==> src/bisr_pkg.sv <==
`timescale 1ns / 1ps
// Shared types and constants for the bisection root finder.
package bisr_pkg;

	localparam int X_WIDTH_DEF   = 24;
	localparam int FRAC_BITS_DEF = 16;
	localparam int COEF_FRAC     = 16;
	localparam int RHS_W         = 61;
	localparam int ADDR_W        = 4;
	localparam int CFG_W         = 32;

	localparam logic [7:0]              MAX_ITER_RST = 8'd99;
	localparam logic [15:0]             TOL_RST      = 16'd3;
	localparam logic signed [CFG_W-1:0] C1_RST       = 32'sd1638;
	localparam logic signed [CFG_W-1:0] C0_RST       = -32'sd262144;

	typedef enum logic [1:0] {
		REG_MAX_ITER = 2'd0,
		REG_TOL      = 2'd1,
		REG_C1       = 2'd2,
		REG_C0       = 2'd3
	} reg_idx_t;

	typedef enum logic [1:0] {
		STAT_CONV  = 2'd0,
		STAT_LIMIT = 2'd1,
		STAT_NOBR  = 2'd2
	} status_t;

	typedef enum logic [2:0] {
		S_IDLE,
		S_MUL_A,
		S_EV_A,
		S_MUL_B,
		S_EV_B,
		S_MUL_M,
		S_EV_M
	} state_t;

	typedef struct packed {
		logic [7:0]              max_iter;
		logic [15:0]             tol;
		logic signed [CFG_W-1:0] c1;
		logic signed [CFG_W-1:0] c0;
	} cfg_t;

	typedef struct packed {
		logic pos;
		logic neg;
		logic below_tol;
	} fsign_t;

endpackage

==> src/bisection_root_finder.sv <==
`timescale 1ns / 1ps
// Top level: bisection sequencer around the shared f evaluator and register file.
//
// Usage: write max_iterations, tolerance, coeff_linear and coeff_const over the
// APB port while the block is idle (byte addresses 0, 4, 8, 12). Pulse start with
// lower_end/upper_end while busy is low; the word is taken at that edge and busy
// rises. The block evaluates f at both ends and, unless both give the same sign,
// halves the interval, each halving being one pass through the evaluator: the
// registered products, then sum, sign test and update.
// One result word appears on root_estimate, halves_used and status for exactly
// one cycle with done high; busy falls in that same cycle, so a new start may
// be given there. Results cannot be stalled by the receiver. Reset clears the
// sequencer and loads the register defaults; an item in flight is dropped.
module bisection_root_finder #(
	parameter int X_WIDTH   = bisr_pkg::X_WIDTH_DEF,
	parameter int FRAC_BITS = bisr_pkg::FRAC_BITS_DEF
) (
	input  logic                          clk,
	input  logic                          arst_n,
	input  logic                          psel,
	input  logic                          penable,
	input  logic                          pwrite,
	input  logic [bisr_pkg::ADDR_W-1:0]   paddr,
	input  logic [bisr_pkg::CFG_W-1:0]    pwdata,
	output logic [bisr_pkg::CFG_W-1:0]    prdata,
	output logic                          pready,
	input  logic                          start,
	output logic                          busy,
	input  logic signed [X_WIDTH-1:0]     lower_end,
	input  logic signed [X_WIDTH-1:0]     upper_end,
	output logic                          done,
	output logic signed [X_WIDTH-1:0]     root_estimate,
	output logic [7:0]                    halves_used,
	output logic [1:0]                    status
);

	localparam int LHS_W = X_WIDTH + 1 + bisr_pkg::COEF_FRAC;
	localparam int RW    = bisr_pkg::RHS_W;
	localparam logic [RW-1:0] RHS_CAP = RW'(1) << (RW - 1);

	bisr_pkg::cfg_t     cfg;
	bisr_pkg::fsign_t   fl;
	bisr_pkg::state_t   state_q;
	bisr_pkg::state_t   state_d;
	bisr_pkg::status_t  fin_status;

	logic signed [X_WIDTH-1:0] a_q;
	logic signed [X_WIDTH-1:0] b_q;
	logic signed [X_WIDTH-1:0] x_q;
	logic                      fa_pos_q;
	logic                      fa_neg_q;
	logic signed [LHS_W-1:0]   lhs_q;
	logic [RW-1:0]             rhs_q;
	logic [7:0]                p_q;
	logic [7:0]                lim_q;
	logic                      done_q;
	logic signed [X_WIDTH-1:0] root_q;
	logic [7:0]                halves_q;
	logic [1:0]                status_q;

	logic signed [X_WIDTH:0]   sum_ab;
	logic signed [X_WIDTH:0]   sum_xb;
	logic signed [X_WIDTH:0]   sum_ax;
	logic signed [X_WIDTH:0]   diff_in;
	logic signed [X_WIDTH-1:0] mid_ab;
	logic signed [X_WIDTH-1:0] nxt_mid;
	logic                      same_sign;
	logic [8:0]                p_inc;
	logic [RW-1:0]             rhs_dbl;
	logic [RW-1:0]             rhs_nx;
	logic                      wide_ok;
	logic                      conv;
	logic                      at_lim;
	logic                      finish;

	bisr_cfg u_cfg (
		.clk     (clk),
		.arst_n  (arst_n),
		.psel    (psel),
		.penable (penable),
		.pwrite  (pwrite),
		.paddr   (paddr),
		.pwdata  (pwdata),
		.prdata  (prdata),
		.pready  (pready),
		.cfg     (cfg)
	);

	bisr_eval #(
		.X_WIDTH   (X_WIDTH),
		.FRAC_BITS (FRAC_BITS)
	) u_eval (
		.clk (clk),
		.x   (x_q),
		.c1  (cfg.c1),
		.c0  (cfg.c0),
		.tol (cfg.tol),
		.fl  (fl)
	);

	// midpoints: floor of half the exact sum is the upper bits of that sum
	always_comb begin
		sum_ab  = {a_q[X_WIDTH-1], a_q} + {b_q[X_WIDTH-1], b_q};
		sum_xb  = {x_q[X_WIDTH-1], x_q} + {b_q[X_WIDTH-1], b_q};
		sum_ax  = {a_q[X_WIDTH-1], a_q} + {x_q[X_WIDTH-1], x_q};
		diff_in = {upper_end[X_WIDTH-1], upper_end} - {lower_end[X_WIDTH-1], lower_end};
		mid_ab  = sum_ab[X_WIDTH:1];
		// fa holds the sign at the left end; in S_EV_B the flags are f at the right end
		same_sign = (fa_pos_q & fl.pos) | (fa_neg_q & fl.neg);
		nxt_mid   = same_sign ? sum_xb[X_WIDTH:1] : sum_ax[X_WIDTH:1];
		p_inc     = {1'b0, p_q} + 9'd1;
		rhs_dbl   = rhs_q << 1;
		if (rhs_q >= RHS_CAP || rhs_dbl > RHS_CAP) begin
			rhs_nx = RHS_CAP;
		end else begin
			rhs_nx = rhs_dbl;
		end
		wide_ok = lhs_q[LHS_W-1] || ({{(RW-LHS_W){1'b0}}, lhs_q} < rhs_nx);
		conv    = fl.below_tol & wide_ok;
		at_lim  = p_inc >= {1'b0, lim_q};
	end

	always_comb begin
		state_d = state_q;
		case (state_q)
			bisr_pkg::S_IDLE:  begin
				if (start) begin
					state_d = bisr_pkg::S_MUL_A;
				end
			end
			bisr_pkg::S_MUL_A: state_d = bisr_pkg::S_EV_A;
			bisr_pkg::S_EV_A:  state_d = bisr_pkg::S_MUL_B;
			bisr_pkg::S_MUL_B: state_d = bisr_pkg::S_EV_B;
			bisr_pkg::S_EV_B:  state_d = same_sign ? bisr_pkg::S_IDLE : bisr_pkg::S_MUL_M;
			bisr_pkg::S_MUL_M: state_d = bisr_pkg::S_EV_M;
			bisr_pkg::S_EV_M:  state_d = (conv | at_lim) ? bisr_pkg::S_IDLE : bisr_pkg::S_MUL_M;
			default:           state_d = bisr_pkg::S_IDLE;
		endcase
	end

	always_comb begin
		finish     = 1'b0;
		fin_status = bisr_pkg::STAT_LIMIT;
		case (state_q)
			bisr_pkg::S_EV_B: begin
				finish     = same_sign;
				fin_status = bisr_pkg::STAT_NOBR;
			end
			bisr_pkg::S_EV_M: begin
				finish     = conv | at_lim;
				fin_status = conv ? bisr_pkg::STAT_CONV : bisr_pkg::STAT_LIMIT;
			end
			default: ;
		endcase
	end

	always_ff @(posedge clk or negedge arst_n) begin
		if (!arst_n) begin
			state_q <= bisr_pkg::S_IDLE;
			done_q  <= 1'b0;
		end else begin
			state_q <= state_d;
			done_q  <= finish;
		end
	end

	always_ff @(posedge clk) begin
		case (state_q)
			bisr_pkg::S_IDLE: begin
				if (start) begin
					a_q   <= lower_end;
					b_q   <= upper_end;
					x_q   <= lower_end;
					p_q   <= 8'd0;
					lim_q <= (cfg.max_iter == 8'd0) ? 8'd1 : cfg.max_iter;
					lhs_q <= {diff_in, {bisr_pkg::COEF_FRAC{1'b0}}};
					rhs_q <= RW'(cfg.tol) << FRAC_BITS;
				end
			end
			bisr_pkg::S_EV_A: begin
				fa_pos_q <= fl.pos;
				fa_neg_q <= fl.neg;
				x_q      <= b_q;
			end
			bisr_pkg::S_EV_B: begin
				x_q <= mid_ab;
			end
			bisr_pkg::S_EV_M: begin
				// keep the half whose ends differ in sign
				if (same_sign) begin
					a_q      <= x_q;
					fa_pos_q <= fl.pos;
					fa_neg_q <= fl.neg;
				end else begin
					b_q <= x_q;
				end
				x_q   <= nxt_mid;
				p_q   <= p_inc[7:0];
				rhs_q <= rhs_nx;
			end
			default: ;
		endcase
		if (finish) begin
			status_q <= fin_status;
			if (state_q == bisr_pkg::S_EV_B) begin
				root_q   <= '0;
				halves_q <= 8'd0;
			end else begin
				root_q   <= nxt_mid;
				halves_q <= p_inc[7:0];
			end
		end
	end

	assign busy          = (state_q != bisr_pkg::S_IDLE);
	assign done          = done_q;
	assign root_estimate = root_q;
	assign halves_used   = halves_q;
	assign status        = status_q;

endmodule

==> src/bisr_cfg.sv <==
`timescale 1ns / 1ps
// APB register file holding the iteration limit, tolerance and coefficients.
module bisr_cfg (
	input  logic                          clk,
	input  logic                          arst_n,
	input  logic                          psel,
	input  logic                          penable,
	input  logic                          pwrite,
	input  logic [bisr_pkg::ADDR_W-1:0]   paddr,
	input  logic [bisr_pkg::CFG_W-1:0]    pwdata,
	output logic [bisr_pkg::CFG_W-1:0]    prdata,
	output logic                          pready,
	output bisr_pkg::cfg_t                cfg
);

	bisr_pkg::cfg_t   cfg_q;
	bisr_pkg::reg_idx_t idx;
	logic             wr_en;

	assign idx    = bisr_pkg::reg_idx_t'(paddr[3:2]);
	assign wr_en  = psel & penable & pwrite;
	assign pready = 1'b1;
	assign cfg    = cfg_q;

	always_ff @(posedge clk or negedge arst_n) begin
		if (!arst_n) begin
			cfg_q.max_iter <= bisr_pkg::MAX_ITER_RST;
			cfg_q.tol      <= bisr_pkg::TOL_RST;
			cfg_q.c1       <= bisr_pkg::C1_RST;
			cfg_q.c0       <= bisr_pkg::C0_RST;
		end else if (wr_en) begin
			case (idx)
				bisr_pkg::REG_MAX_ITER: cfg_q.max_iter <= pwdata[7:0];
				bisr_pkg::REG_TOL:      cfg_q.tol      <= pwdata[15:0];
				bisr_pkg::REG_C1:       cfg_q.c1       <= $signed(pwdata);
				bisr_pkg::REG_C0:       cfg_q.c0       <= $signed(pwdata);
				default: ;
			endcase
		end
	end

	always_comb begin
		case (idx)
			bisr_pkg::REG_MAX_ITER: prdata = {24'd0, cfg_q.max_iter};
			bisr_pkg::REG_TOL:      prdata = {16'd0, cfg_q.tol};
			bisr_pkg::REG_C1:       prdata = cfg_q.c1;
			bisr_pkg::REG_C0:       prdata = cfg_q.c0;
			default:                prdata = '0;
		endcase
	end

endmodule

==> src/bisr_eval.sv <==
`timescale 1ns / 1ps
// Shared evaluator of f(x) = x*x + c1*x + c0: registered products, then sign and size flags.
module bisr_eval #(
	parameter int X_WIDTH   = bisr_pkg::X_WIDTH_DEF,
	parameter int FRAC_BITS = bisr_pkg::FRAC_BITS_DEF
) (
	input  logic                               clk,
	input  logic signed [X_WIDTH-1:0]          x,
	input  logic signed [bisr_pkg::CFG_W-1:0]  c1,
	input  logic signed [bisr_pkg::CFG_W-1:0]  c0,
	input  logic [15:0]                        tol,
	output bisr_pkg::fsign_t                   fl
);

	localparam int SQ_W  = 2 * X_WIDTH;
	localparam int LIN_W = bisr_pkg::CFG_W + X_WIDTH;
	localparam int PW    = (SQ_W > LIN_W) ? SQ_W : LIN_W;
	localparam int SUM_W = PW + 2;
	localparam int SQ_SH = 2 * FRAC_BITS - bisr_pkg::COEF_FRAC;

	logic signed [SQ_W-1:0]  sq_s1;
	logic signed [LIN_W-1:0] lin_s1;
	logic signed [SUM_W-1:0] sq_x;
	logic signed [SUM_W-1:0] lin_x;
	logic signed [SUM_W-1:0] c0_x;
	logic signed [SUM_W-1:0] tol_x;
	logic signed [SUM_W-1:0] f;

	always_ff @(posedge clk) begin
		sq_s1  <= x * x;
		lin_s1 <= LIN_W'(c1) * LIN_W'(x);
	end

	// arithmetic shifts round toward minus infinity
	always_comb begin
		sq_x   = SUM_W'(sq_s1 >>> SQ_SH);
		lin_x  = SUM_W'(lin_s1 >>> FRAC_BITS);
		c0_x   = SUM_W'(c0);
		tol_x  = SUM_W'($signed({1'b0, tol}));
		f      = sq_x + lin_x + c0_x;
		fl.pos       = ~f[SUM_W-1] & (f != '0);
		fl.neg       = f[SUM_W-1];
		fl.below_tol = (f < tol_x) && (f > -tol_x);
	end

endmodule

==> config.mk <==
export PLATFORM = sky130hd
export DESIGN_NAME = bisection_root_finder
export DESIGN_NICKNAME = d
export VERILOG_FILES = /design/src/bisr_pkg.sv /design/src/bisection_root_finder.sv /design/src/bisr_cfg.sv /design/src/bisr_eval.sv
export SDC_FILE = /design/constraint.sdc
export NUM_CORES = 2
export LEC_CHECK = 0
export BUFFER_PORTS_ARGS = -buffer_cell sky130_fd_sc_hd__buf_2
export CORE_ASPECT_RATIO = 0.9
export CORE_MARGIN = 4
export CORE_UTILIZATION = 61
export CTS_BUF_LIST = sky130_fd_sc_hd__clkbuf_4
export DETAILED_ROUTE_END_ITERATION = 8
export GPL_TIMING_DRIVEN = 0
export PLACE_DENSITY = 0.81
export SYNTH_ARGS = -nofsm -noshare
export SYNTH_HDL_FRONTEND = slang
export SYNTH_SLANG_ARGS = --single-unit
==> constraint.sdc <==
create_clock -name clk -period 8.2 [get_ports clk]
set_clock_uncertainty 0.15 [all_clocks]
set_input_delay 1.23 -clock clk [delete_from_list [all_inputs] [get_ports clk]]
set_output_delay 1.23 -clock clk [all_outputs]
set_load 0.03 [all_outputs]
Word level (Yosys, flattened, before mapping)
Index checks and enable logic that the tools add are counted.
{ "totals": {"register_bits": 406} }
{ "classes": {"n_addsub": 8, "mul": 2, "n_lt_le_gt_ge": 6, "n_eq_ne": 12, "mux": 25, "bitwise_logic": 9, "reduce_logical": 21} }
{ "ops": {"columns": ["op", "n"], "rows": [
  ["$pmux W32 S4", 1],
  ["$mux W61", 2],
  ["$pmux W61 S2", 1],
  ["$mux W24", 5],
  ["$pmux W24 S2", 2],
  ["$pmux W24 S4", 1],
  ["$add A24 B24 Y25", 3],
  ["$ge A61 B61 Y1 const B", 1],
  ["$gt A61 B61 Y1 const B", 1],
  ["$lt A41 B61 Y1", 1],
  ["$gt A58 B58 Y1", 1],
  ["$lt A58 B17 Y1", 1],
  ["$neg A16 Y58", 1],
  ["$reduce_bool A58 Y1", 1],
  ["$mul A32 B24 Y56", 1],
  ["$mul A24 B24 Y48", 1],
  ["$add A41 B32 Y42", 1],
  ["$add A32 B40 Y41", 1],
  ["$sub A24 B24 Y25", 1],
  ["$pmux W3 S7", 1],
  ["$pmux W8 S2", 1],
  ["$reduce_and A2 Y1", 8],
  ["$add A8 B1 Y9 const B", 1],
  ["$eq A3 B3 Y1 const B", 3],
  ["other kinds (23)", 42]
]} }

Logic depth before layout (Yosys ltp)
{ "logic_depth": {"depth_word": 9, "ltp_mapped": 35, "ltp_nobuf": 34} }

Hierarchy
Synthesis repeated with hierarchy kept, for this count alone.
{ "unflattened": {"cells_unflattened": 6969, "area_unflattened_um2": 67857.6} }
{ "modules_own_cells": {"columns": ["module", "n_inst", "cells_per_inst", "area_each_um2", "seq_area_each_um2"], "rows": [
  ["bisr_eval", 1, 5491, 51300.5, 1441.4],
  ["bisection_root_finder", 1, 1221, 12421.9, 5895.7],
  ["bisr_cfg", 1, 257, 4135.2, 2234.6]
]} }

Worst setup path after synthesis
Ideal clock, no wire load.
{ "synth_path": {"kind": "register -> register", "from": "register x_q[10]", "to": "register u_eval.lin_s1[54]", "setup_ns": 0.072, "t_arrival_ns": 8.141, "t_required_ns": 7.978, "slack_ns": -0.163, "path_stages_with_launch": 31, "n_path_buf": 2, "synth_period_minus_slack_ns": 8.363, "cell_sequence": "edfxtp_1 clkbuf_1 clkbuf_1 nand2_1 fa_1 inv_1 fa_1 inv_1 fa_1 inv_1 fa_1 inv_1 fa_1 fa_1 inv_1 fa_1 ha_1 a21o_1 a21o_1 a211o_1 or3_1 a211oi_1 o21ai_1 a31o_1 o221a_4 a41o_1 a22o_1 or4b_1 a31o_1 a21oi_2 xnor2_1"} }
{ "synth_between": {"elab_chain_len": 1} }
{ "synth_rtl": {"columns": ["item", "line_no", "text"], "rows": [
  ["start, declared", "bisection_root_finder.sv:49", "logic signed [X_WIDTH-1:0] x_q;"],
  ["start signal, assigned", "bisection_root_finder.sv:173", "x_q <= lower_end;"],
  ["start signal, assigned", "bisection_root_finder.sv:183", "x_q <= b_q;"],
  ["start signal, assigned", "bisection_root_finder.sv:186", "x_q <= mid_ab;"],
  ["$mul A32 B24 Y56", "bisr_eval.sv:31", "lin_s1 <= LIN_W'(c1) * LIN_W'(x);"],
  ["end signal, assigned", "bisr_eval.sv:31", null],
  ["end, declared", "bisr_eval.sv:22", "logic signed [LIN_W-1:0] lin_s1;"]
]} }
No other way between the ends.
A chain may end at the register's enable or synchronous reset.

Worst setup path in the final report
{ "layout_path": {"from": "register x_q[20]", "to": "register u_eval.lin_s1[54]"} }
The elaborated chain is that of the path after synthesis.

==> key figures <==
Outcome
  • Status: complete, but fails checks
  • Failing checks: setup timing

Hold path
  • Hold crit path type: in -> reg

STA
  • Tcrit/Tclk final: 1.094
  • RSZ-0062 raised after global routing: true
  • Worst Tran Pin Value: about 1.4 ns
  • Max_slew headroom: 0.04660
  • Final setup margin: -0.7675 ns
  • Final Hold Vio Count: 0
  • Worst hold slack: between 0.3 and 0.4 ns
  • Clock period minus worst slack: 8.967 ns
  • Final Max Tran Viols: 0
  • Max Clk Rate: roughly 110 MHz
  • Final setup viols: 17

Setup path
  • Startpoint Class: register
  • CP max stage cell: fa_2
  • Crit. End Element: register
  • Worst stage delay on the critical path: around 0.56 ns
  • CP max FO: 10
  • WS Path Type: reg -> reg
  • Worst path most repeated cell: fa_1
  • Required @ worst endpoint: between 9 and 10 ns
  • Critical path arrival: 9.83 ns

Die
  • DIE WIDTH: 358.1 um
  • Placeable Area: about 110,000 um^2
  • Initial Util: 0.6153
  • # rows: between 100 and 150
  • Chip Height: 323.1 um
  • I/O pin total: ~160
  • Total Die Area: 115,700 um^2

Synthesis
  • Post-Synthesis Cells: approximately 6,900
  • Post-synth ARST share: 0.2577
  • Synth Warn #: 0
  • Area leader, netlist: fa_1
  • Post-synth top cells: inv_1 (1,406), fa_1 (1,384), nand2_1 (820)
  • Most common cell in the synthesized netlist: inv_1
  • Syn Area/Cell: 9.743 um^2
  • Net Count, Synth: approximately 9,000
  • Top-area cell type share of the netlist area: 0.4118
  • Synth top area cells: fa_1 (41%), ha_1 (9.3%), edfxtp_1 (8.6%), inv_1 (7.8%), nand2_1 (4.6%)
  • #FFs+latches synth: ~360
  • Cell Area, Synth: a little under 70,000 um^2
  • Post-synthesis sequential area ratio: 0.1422
  • Number of enable flip-flop cells after synthesis: between 150 and 200
  • Netlist cell types: between 100 and 150
  • Main synth FF type: edfxtp_1

Global routing
  • Largest net degree at the start of global routing: slightly below 60
  • First-pass GRT wire length: 380,500 um
  • Initial antenna violation count: 36
  • Vias in the first global route: between 50,000 and 60,000
  • Total track usage: 0.4652
  • Gr ovfl total: 0

Finish
  • Area growth, synth to finish: 13.10%
  • Nets@finish: about 9,300
  • Layout cell share with drive strength beyond 1: 0.1556
  • Storage cell area: 9633 um^2
  • Filler Cells Inserted: 8,294
  • Area of the multi-input gates: between 50,000 and 60,000 um^2

Clock tree
  • Clock sink count: 357
  • Clk Latency, worst-skew pair: ~1.1 ns
  • Worst-path clk slew: about 0.080 ns
  • Clk buf depth: 3
  • Root buffer cell: clkbuf_4
  • CTS tree: done
  • CTS H-tree lvls: 3
  • CTS buffer count: around 100

Drt
  • Wire per inst: between 20 and 30 um
  • Via count: 55,351
  • Routed WL: 265,200 um
  • Routed Antenna Nets: 0
  • DRC viols: 0
  • Via density: between 6 and 7
  • Initial drt markers: about 6,700
  • 1st-pass router iterations: 9

Placement
  • GPL Wtd Cong: between 1 and 1.5
  • Hpwl dp: between 200,000 and 250,000 um
  • Count of input and output buffers: 153

Flow run
  • Max Cap Violations: 0
cells in the final DEF (no fill, tap or decap), drive strengths merged, types with 19 or more instances in the layout:
master  netlist  routed
nor4         24      24
edfxtp      193     193
a31oi        22      22
a21o         97      97
nand2b       71      71
or2          19      19
a21oi       178     178
and3         53      53
fa         1384    1384
clkbuf      281     380
dfxtp        72      72
nor2        246     246
nand4        53      53
o22ai        21      21
a211oi       25      25
xor2         52      52
nand3        43      43
mux2        106     106
inv        1407    1403
o21a         57      57
mux2i        31      31
xnor2       127     127
dfrtp        66      66
dfstp        26      26
o21ai       162     162
nor3         70      70
nand2       821     821
clkinv        4      36
diode         0      31
ha          498     498
buf          22     440
and2        416     416
nor2b        50      50
final cells by class:
| type | count | share of cell area |
|---|---|---|
| flip-flops and latches | 357 | 0.1266 |
| multi-input cells | 4835 | 0.6903 |
| clock buffers | 149 | 0.01470 |
| clock inverters | 37 | 0.003189 |
| inverters | 1411 | 0.07000 |
| plain buffers | 292 | 0.03351 |
| diodes | 31 | 0.001019 |
| repair buffers | 380 | 0.03668 |
| well taps | 1462 | 0.02404 |
logic make-up after synthesis:
kind of cell	synth area share
AND/OR/NAND/NOR	0.1380
adder cells (fa/ha/maj)	0.5044
buffers and inverters	0.09613
AO/OA/AOI/OAI	0.06986
flip-flops	0.1422
XOR/XNOR	0.02330
multiplexers	0.02609
other	0.00005573
registers in the layout (all words and copies together), names as in the netlist, 8 cells and up:
name	flops
x_q	24
rhs_q	45
root_estimate	24
lhs_q	24
halves_used	8
a_q	24
lim_q	8
b_q	24
u_cfg.cfg	88
p_q	8
u_eval.sq_s1	32
u_eval.lin_s1	40
what timing repair did:
action                     CTS  global route
setup endpoints to repair  146            93
gates cloned                 1             0
buffers inserted           137            80
resized for setup          544           231
pin swaps                   81           108
hold endpoints to repair     1             0
hold buffers                 1             0
critical path: cells and delay by family, from the launching register on:
family / cells / cell delay [ns]
AO/OA/AOI/OAI: 11 / 2.58
flip-flops: 1 / 0.40
adder cells (fa/ha/maj): 8 / 3.40
AND/OR/NAND/NOR: 3 / 1.24
XOR/XNOR: 1 / 0.18
buffers and inverters: 7 / 0.93
routing by layer:
layer,vias up,GRT usage,wire [um]
met5,-,0,163
met4,22,0.2535,18900
met3,921,0.2054,40560
met2,3941,0.6388,107100
met1,27972,0.6204,98450
li1,22495,-,-
final timing paths:
check,from,endpoint,slack [ns],cells after the start
setup / recovery,x_q[20],u_eval.lin_s1[54],-0.77,30
hold / removal,pwdata[1],u_cfg.cfg[65],0.30,3
setup reg to reg,x_q[20],u_eval.lin_s1[54],-0.77,30
hold reg to reg,u_cfg.cfg[1],u_cfg.cfg[1],0.41,1
max in group asynchronous,arst_n,u_cfg.cfg[37],6.53,3
min in group asynchronous,arst_n,state_q[1],0.56,2
through the flow:
step	std cells	utilization	TNS, ns	area [um^2]	setup WS, ns
after floorplan	6906	-	0	67330	0.02299
after global placement	8521	0.6394	-456.82	69920	-5.823
after detailed placement	8530	0.6417	-196.66	70180	-2.977
after CTS	8851	0.6824	-3.200	74620	-0.5379
after global routing	8928	0.6954	-8.286	76040	-0.9761
final	8954	0.6960	-6.083	76110	-0.7675
Power is not shown: default switching activity piles up to over one toggle a cycle in this logic, so the estimate is an artifact.
